$ cat src/sv/lph_pkg.sv
`timescale 1ns / 1ps
`default_nettype none
// ----------------------------------------------------------------------------
// lph_pkg
// Shared types and codes of the linear probing hash table.
// ----------------------------------------------------------------------------
package lph_pkg;

  localparam int unsigned KeyInW   = 32;
  localparam int unsigned BucketW  = 9;
  localparam int unsigned SlotOutW = 8;

  typedef enum logic [1:0] {
    OP_SEARCH = 2'd0,
    OP_INSERT = 2'd1,
    OP_DELETE = 2'd2
  } op_e;

  typedef enum logic [2:0] {
    ST_FOUND     = 3'd0,
    ST_NOT_FOUND = 3'd1,
    ST_INSERTED  = 3'd2,
    ST_DUPLICATE = 3'd3,
    ST_FULL      = 3'd4,
    ST_DELETED   = 3'd5
  } status_e;

  typedef struct packed {
    op_e               op;
    logic [KeyInW-1:0] key;
  } req_t;

endpackage
`default_nettype wire

$ cat src/sv/lph_front.sv
`timescale 1ns / 1ps
`default_nettype none
// ----------------------------------------------------------------------------
// lph_front
// Accepts requests, decodes the request type and queues them for the back end.
// ----------------------------------------------------------------------------
module lph_front (
  input  wire logic          clk_i,
  input  wire logic          rst_ni,
  input  wire logic          hold_i,
  input  wire logic          in_valid_i,
  output logic               in_ready_o,
  input  wire logic [1:0]    in_type_i,
  input  wire logic [31:0]   in_key_i,
  output logic               req_valid_o,
  input  wire logic          req_ready_i,
  output lph_pkg::req_t      req_o
);
  import lph_pkg::*;

  req_t       entry_q [2];
  logic       wr_ptr_q, wr_ptr_d;
  logic       rd_ptr_q, rd_ptr_d;
  logic [1:0] count_q, count_d;
  logic       push, pop;
  req_t       dec;

  // The unused request type is handled as a search.
  always_comb begin
    dec.key = in_key_i;
    case (in_type_i)
      OP_INSERT: dec.op = OP_INSERT;
      OP_DELETE: dec.op = OP_DELETE;
      default:   dec.op = OP_SEARCH;
    endcase
  end

  assign in_ready_o  = (count_q != 2'd2) && !hold_i;
  assign push        = in_valid_i && in_ready_o;
  assign req_valid_o = (count_q != 2'd0);
  assign pop         = req_valid_o && req_ready_i;
  assign req_o       = entry_q[rd_ptr_q];

  always_comb begin
    wr_ptr_d = push ? ~wr_ptr_q : wr_ptr_q;
    rd_ptr_d = pop ? ~rd_ptr_q : rd_ptr_q;
    count_d  = count_q;
    if (push && !pop) begin
      count_d = count_q + 2'd1;
    end else if (pop && !push) begin
      count_d = count_q - 2'd1;
    end
  end

  always_ff @(posedge clk_i or negedge rst_ni) begin
    if (!rst_ni) begin
      wr_ptr_q <= 1'b0;
      rd_ptr_q <= 1'b0;
      count_q  <= 2'd0;
    end else begin
      wr_ptr_q <= wr_ptr_d;
      rd_ptr_q <= rd_ptr_d;
      count_q  <= count_d;
    end
  end

  always_ff @(posedge clk_i) begin
    if (push) begin
      entry_q[wr_ptr_q] <= dec;
    end
  end

endmodule
`default_nettype wire

$ cat config.mk
export PLATFORM = sky130hd
export DESIGN_NAME = lph_front
export DESIGN_NICKNAME = d
export VERILOG_FILES = /design/src/sv/lph_pkg.sv /design/src/sv/lph_front.sv
export SDC_FILE = /design/constraint.sdc
export NUM_CORES = 1
export LEC_CHECK = 0
export ABC_AREA = 1
export BUFFER_PORTS_ARGS = -buffer_cell sky130_fd_sc_hd__buf_2
export CAP_MARGIN = 0
export CORE_ASPECT_RATIO = 2
export CORE_MARGIN = 4
export CORE_UTILIZATION = 46
export CTS_CLUSTER_DIAMETER = 50
export DETAILED_ROUTE_END_ITERATION = 12
export GPL_TIMING_DRIVEN = 0
export HOLD_SLACK_MARGIN = 0.06
export PLACE_DENSITY = 0.79
export RECOVER_POWER = 100
export SLEW_MARGIN = 20
export SYNTH_ARGS = -nofsm -noshare
export SYNTH_HDL_FRONTEND = slang
export SYNTH_SLANG_ARGS = --single-unit
export TNS_END_PERCENT = 10
$ cat constraint.sdc
create_clock -name clk_i -period 2.8 [get_ports clk_i]
set_clock_uncertainty 0.15 [all_clocks]
set_input_delay 0.28 -clock clk_i [delete_from_list [all_inputs] [get_ports clk_i]]
set_output_delay 0.28 -clock clk_i [all_outputs]
set_load 0.02 [all_outputs]
==> run metrics, run 1 <==
status=complete, no violations; crit start category=flop; largest family of logic cells by synthesized area=simple AND/OR/NAND/NOR gates; share of cells above drive strength 1=approximately 15%; final std cells w/o fill=400; Synth Area in Simple Gates=17.6%; fin util=66.1%; I/O pins=75; Req. time, crit path=2.37 ns; GR Util met2=30.8%; Hold Buf Count CTS=34; Final setup viols=0; grt ovf=0; DR vias/cell=4.82; mux contribution to synthesized area=0%; vias in the first global route=2057; number of synthesized register bits=between 70 and 80; die width=roughly 63 µm; max-slew violations=0; post-synthesis cell type count=16; GRT Total Usage=around 17%; most crowded layer after global routing=met2; DR vias=1929; Post-Route WL=approximately 5700 µm; Critical R2R Capture=entry_q[1][8]$_DFFE_PP_; full die area=7440 µm²; RSZ-0062 raised after global routing=no; WL/cell=14.1 µm; dpl hpwl=between 3000 and 4000 µm; die height=about 120 µm; asr flop ratio synth=under 10%; Setup Fix Bufs, Post-CTS=0; CTS resizes=0; type of the tightest min-delay check=in -> reg; crit path to=req_o[28]; Clock Tree Root=clkbuf_16; number of flops mapped to enable cells by yosys=68; main flop type after synthesis=edfxtp_1; TritonCTS clock tree=done; Mapped Nets=254; # rows=39; CP Class=reg -> out; crit path max fanout=10; CP Data Arrival Time=1.60 ns; synthesized cell area=2780 µm²; setup slack after placement=0.847 ns; number of diodes=0; Setup crit end kind=output pin; r2r worst-path depth=5; Max Clock Freq=approximately 0.49 GHz; Clock Pin Slew Worst Setup and Hold Paths=0.05 ns; Cell Pwr Density=992 nW/µm²; critical path startpoint=rd_ptr_q$_DFFE_PN0P_; Hold Fails Final Rpt=0; Fill cells=around 440; overall power=3.80 mW; drc violations=0; Max Cap Viol=0; post-synthesis xor/xnor area fraction=0.315%; reg2reg start=count_q[0]$_DFFE_PN0P_; worst setup margin=around 0.77 ns; syn_area_per_cell=13.0 µm²; DRT Pass-1 Iters=4; Final ANT Viol Nets=0; I/O Buffers=74; placed insts=350; Starting Density=47.9%; Core Area=5810 µm²; Slew HR=50.4%; TritonCTS Buffers=9; met1 Usage GRT=15.1%; Max H-tree Level=3; Reg2Reg Setup Slack=~0.84 ns; P&R area growth vs syn=37.8%; Routability Congestion=0.689; global-route wire length before repair=9270 µm; Mapped Cells=between 200 and 250; initial antenna violation count=0; Sink Count=72; Synth Warn #=0; worst-skew pair later-pin latency=0.33 ns; Initial DRC Count=94; GR Util met3=under 10%; Least-Margin Pin Slew=0.744 ns; compound-cell area share of the yosys netlist=0.180%; Pleak=1.57 nW; maximum vdd drop=between 0.6 and 0.7 mV; minimum clock period=2.03 ns; Seq/Total Area, Yosys=76.9%; fin crit share=72.6%; Synth Area in Adders=0.449%; CTS Buffer Depth=2; largest net degree at the start of global routing=35; nets=374
## state kept, by name (all words and copies together), names as in the netlist
signal,flops
count_q,2
entry_q,68
rd_ptr_q,1
wr_ptr_q,1
## worst max-delay path, stage by stage, from the launching register on
cell	delay (ns)
dfrtp_1	0.33
buf_6	0.15
clkbuf_1	0.37
nand2_1	0.11
nand2_1	0.08
clkbuf_1	0.23
## routing by layer
| layer | vias up | part of all wire (%) |
|---|---|---|
| met2 | 52 | 58 |
| met5 | - | 0 |
| met4 | 0 | 2.7 |
| met1 | 913 | 34 |
| met3 | 13 | 5.0 |
| li1 | 951 | - |
## synthesized netlist by cell type (2+ instances only)
cell	instances	share of area (%)
nand2_1	102	14
nand4_1	2	0.45
nand2_2	11	2.5
edfxtp_1	68	73
dfrtp_1	4	3.6
inv_1	9	1.2
buf_6	3	1.2
buf_4	3	0.81
nand3_1	3	0.54
nor2_1	3	0.40
## logic make-up (layout without fill, tap and decap cells)
group                      count (synthesis)  after routing
buffers and inverters                     18            143
xor gates and xnor gates                   1              1
and+or+nand+nor                          121            121
DFF                                       72             72
AOI/OAI and AO/OA                          1              1
adders and majority gates                  1              1
## cells in the final DEF, fill, tap and decap left out, types with 2 or more instances in the layout
cell type | Yosys | final
buf_2 | 0 | 18
dfrtp_1 | 4 | 4
inv_1 | 9 | 9
buf_6 | 3 | 3
clkbuf_1 | 0 | 59
clkinv_1 | 0 | 3
nand4_1 | 2 | 2
nand3_1 | 3 | 3
buf_4 | 3 | 2
bufinv_16 | 0 | 2
clkbuf_16 | 0 | 9
dlygate4sd3_1 | 0 | 34
edfxtp_1 | 68 | 68
nand2_2 | 11 | 11
nand2_1 | 102 | 102
nor2_1 | 3 | 2
## worst min-delay path by stage
stage / slack (ns) / start / cells past startpoint / endpoint
2_1_floorplan: -0.17 / rst_ni / 0 / count_q[0]$_DFFE_PN0P_
3_3_place_gp: -0.06 / rst_ni / 1 / wr_ptr_q$_DFFE_PN0P_
3_5_place_dp: -0.06 / rst_ni / 1 / wr_ptr_q$_DFFE_PN0P_
4_1_cts: 0.09 / in_type_i[0] / 2 / entry_q[0][33]$_DFFE_PP_
5_1_grt: 0.1 / in_type_i[0] / 2 / entry_q[0][33]$_DFFE_PP_
6_report: 0.11 / in_type_i[0] / 2 / entry_q[1][33]$_DFFE_PP_
## per-stage QoR
stage               hold WS (ns)  instance area, µm²  TNS [ns]
floorplan                 -0.166                2780         0
global placement         -0.0564                3230    -20.72
detailed placement       -0.0550                3270         0
CTS                       0.0936                3910         0
global route              0.0957                3840         0
finish                     0.113                3840         0
## area by class of cell
type	instances	area (µm²)	share of cell area [%]
Buffer	7	72.6	1.89
Clock buffer	11	233	6.07
Clock inverter	5	71.3	1.86
Inverter	11	48.8	1.27
Multi-Input combinational cell	124	524	13.7
Sequential cell	72	2140	55.8
Tap cell	61	76.3	1.99
Timing Repair Buffer	109	668	17.4
## report_power, final
group	switching [mW]	leakage [nW]	internal, mW
combinational	0.866	0.748	0.392
sequential	0.0491	0.671	1.35
clock	0.378	0.146	0.770
(Power assumes the default switching activity.)
==> run 2: changes to the inputs <==
ABC_AREA = 0   (was 1)
PLACE_DENSITY = 0.8   (was 0.79)
clock period = 1.85 ns   (was 2.8 ns; I/O delays follow)
==> run metrics, run 2 <==
crit path max fanout=10; Least-Margin Pin Slew=0.339 ns; Sink Count=72; I/O Buffers=74; maximum vdd drop=1.13 mV; setup slack after placement=-0.413 ns; CP Data Arrival Time=1.47 ns; Slew HR=between 70% and 80%; minimum clock period=about 1.8 ns; Req. time, crit path=1.51 ns; initial antenna violation count=0; overall power=5.27 mW; Routability Congestion=about 0.71; Core Area=roughly 5700 µm²; GRT Total Usage=15.4%; fin crit share=97.4%; Mapped Nets=166; full die area=7210 µm²; Max H-tree Level=3; Starting Density=47.1%; Cell Pwr Density=~1400 nW/µm²; synth cell count leaders=edfxtp_1, mux2_1, mux2_2; synthesized cell area=roughly 2700 µm²; type of the tightest min-delay check=in -> reg; grt ovf=0; I/O pins=75; DR vias/cell=4.79; main flop type after synthesis=edfxtp_1; TritonCTS Buffers=9; crit start category=flop; die width=around 62 µm; P&R area growth vs syn=43.3%; ranking of synthesized cells by area=edfxtp_1, mux2_1, dfrtp_1; number of synthesized register bits=72; largest net degree at the start of global routing=35; number of flops mapped to enable cells by yosys=68; CP Class=reg -> out; DRT Pass-1 Iters=4; Top Registers=entry_q (68), count_q (2); Reg area=roughly 2100 µm²; Post-Route WL=between 4000 and 5000 µm; reg2reg start=count_q[1]$_DFFE_PN0P_; global-route wire length before repair=7670 µm; max reg flops=68; Setup crit end kind=output pin; critical path startpoint=rd_ptr_q$_DFFE_PN0P_; Final setup viols=0; Critical R2R Capture=entry_q[0][6]$_DFFE_PP_; most frequent cells in the layout=edfxtp_1, buf_2, dlygate4sd3_1; post-synthesis cell type count=16; TritonCTS clock tree=done; Pleak=1.43 nW; DR vias=between 1500 and 2000; Synth Warn #=0; top cell type's share of synthesized area=75.9%; die height=~120 µm; most frequent cell after synthesis=edfxtp_1; asr flop ratio synth=5.56%; Max Clock Freq=0.555 GHz; max-slew violations=0; commonest non-fill, non-tap cell in the layout=edfxtp_1; worst-skew pair later-pin latency=0.32 ns; Clock Pin Slew Worst Setup and Hold Paths=0.05 ns; dpl hpwl=between 2000 and 3000 µm; CTS Buffer Depth=2; Most flops, register=entry_q; Mapped Cells=between 100 and 150; drc violations=0; setup TNS=0 ns; post-synth top area cell=edfxtp_1; Final ANT Viol Nets=0; status=complete, no violations; worst setup margin=0.0477 ns; vias in the first global route=around 1600; Hold Fails Final Rpt=0; Max Cap Viol=0; Reg2Reg Setup Slack=about 0.1 ns; crit path to=req_o[7]; Seq/Total Area, Yosys=79.6%; Fill cells=381; r2r worst-path depth=4; RSZ-0062 raised after global routing=yes; Clock Tree Root=clkbuf_16; # rows=39; number of diodes=0; nets=294; share of cells above drive strength 1=28.6%; area of the multi-input gates=547 µm²; Initial DRC Count=46; WL/cell=15.6 µm; syn_area_per_cell=approximately 21 µm²
## run 2: final cells by class
class                           count  area share, %
Buffer                              4           1.59
Clock buffer                       15           6.43
Clock inverter                      1         0.0974
Multi-Input combinational cell     52           14.2
Sequential cell                    72           55.6
Tap cell                           61           1.98
Timing Repair Buffer              115           20.1
## run 2: kinds of logic after synthesis
logic type,share of synthesized area (%)
adder cells (fa/ha/maj),0.465
XOR/XNOR,1.63
AND/OR/NAND/NOR,2.61
multiplexers,14.2
buffers and inverters,1.44
flip-flops,79.6
## run 2: power by group
| group | switching (mW) | leakage [nW] | internal, mW |
|---|---|---|---|
| combinational | 0.928 | 0.638 | 0.756 |
| clock | 0.540 | 0.120 | 0.904 |
| sequential | 0.0989 | 0.669 | 2.05 |
| total | 1.57 | 1.43 | 3.70 |
## run 2: worst min path at each step
stage	startpoint	endpoint	slack, ns	cells after the start
finish	hold_i	wr_ptr_q$_DFFE_PN0P_	0.09	3
global route	hold_i	wr_ptr_q$_DFFE_PN0P_	0.10	3
CTS	hold_i	wr_ptr_q$_DFFE_PN0P_	0.07	3
detailed placement	rst_ni	wr_ptr_q$_DFFE_PN0P_	-0.15	1
global placement	rst_ni	rd_ptr_q$_DFFE_PN0P_	-0.15	1
floorplan	rst_ni	count_q[0]$_DFFE_PN0P_	-0.26	0
## run 2: metrics by stage
| step | hold WS, ns | area, µm² | util (%) | std cells |
|---|---|---|---|---|
| 2_1_floorplan | -0.261 | 2700 | - | 126 |
| 3_3_place_gp | -0.154 | 3150 | 55.2 | 261 |
| 3_5_place_dp | -0.155 | 3150 | 55.2 | 261 |
| 4_1_cts | 0.0743 | 3860 | 67.6 | 319 |
| 5_1_grt | 0.104 | 3850 | 67.5 | 320 |
| 6_report | 0.0880 | 3850 | 67.5 | 320 |
## run 2: routing by layer
metal / track usage (%) / vias up / wire (µm)
li1: - / 743 / -
met1: 15.9 / 737 / 1800
met2: 26.5 / 43 / 2830
met3: 4.09 / 11 / 224
met4: 9.35 / 0 / 130
met5: 0 / - / 0
## run 2: worst max-delay path: stages (launching register included)
cell,delay [ns]
dfrtp_1,0.36
buf_6,0.15
buf_8,0.15
mux2_1,0.32
buf_2,0.16
## run 2: timing repair
| action | 4_1_cts | 5_1_grt |
|---|---|---|
| gates cloned | 1 | 1 |
| hold buffers | 37 | 0 |
| buffers inserted | 4 | 0 |
| endpoints found under the setup margin | 97 | 63 |
| pin swaps | 1 | 0 |
| endpoints found under the hold margin | 73 | 0 |
| gates resized for setup | 3 | 7 |
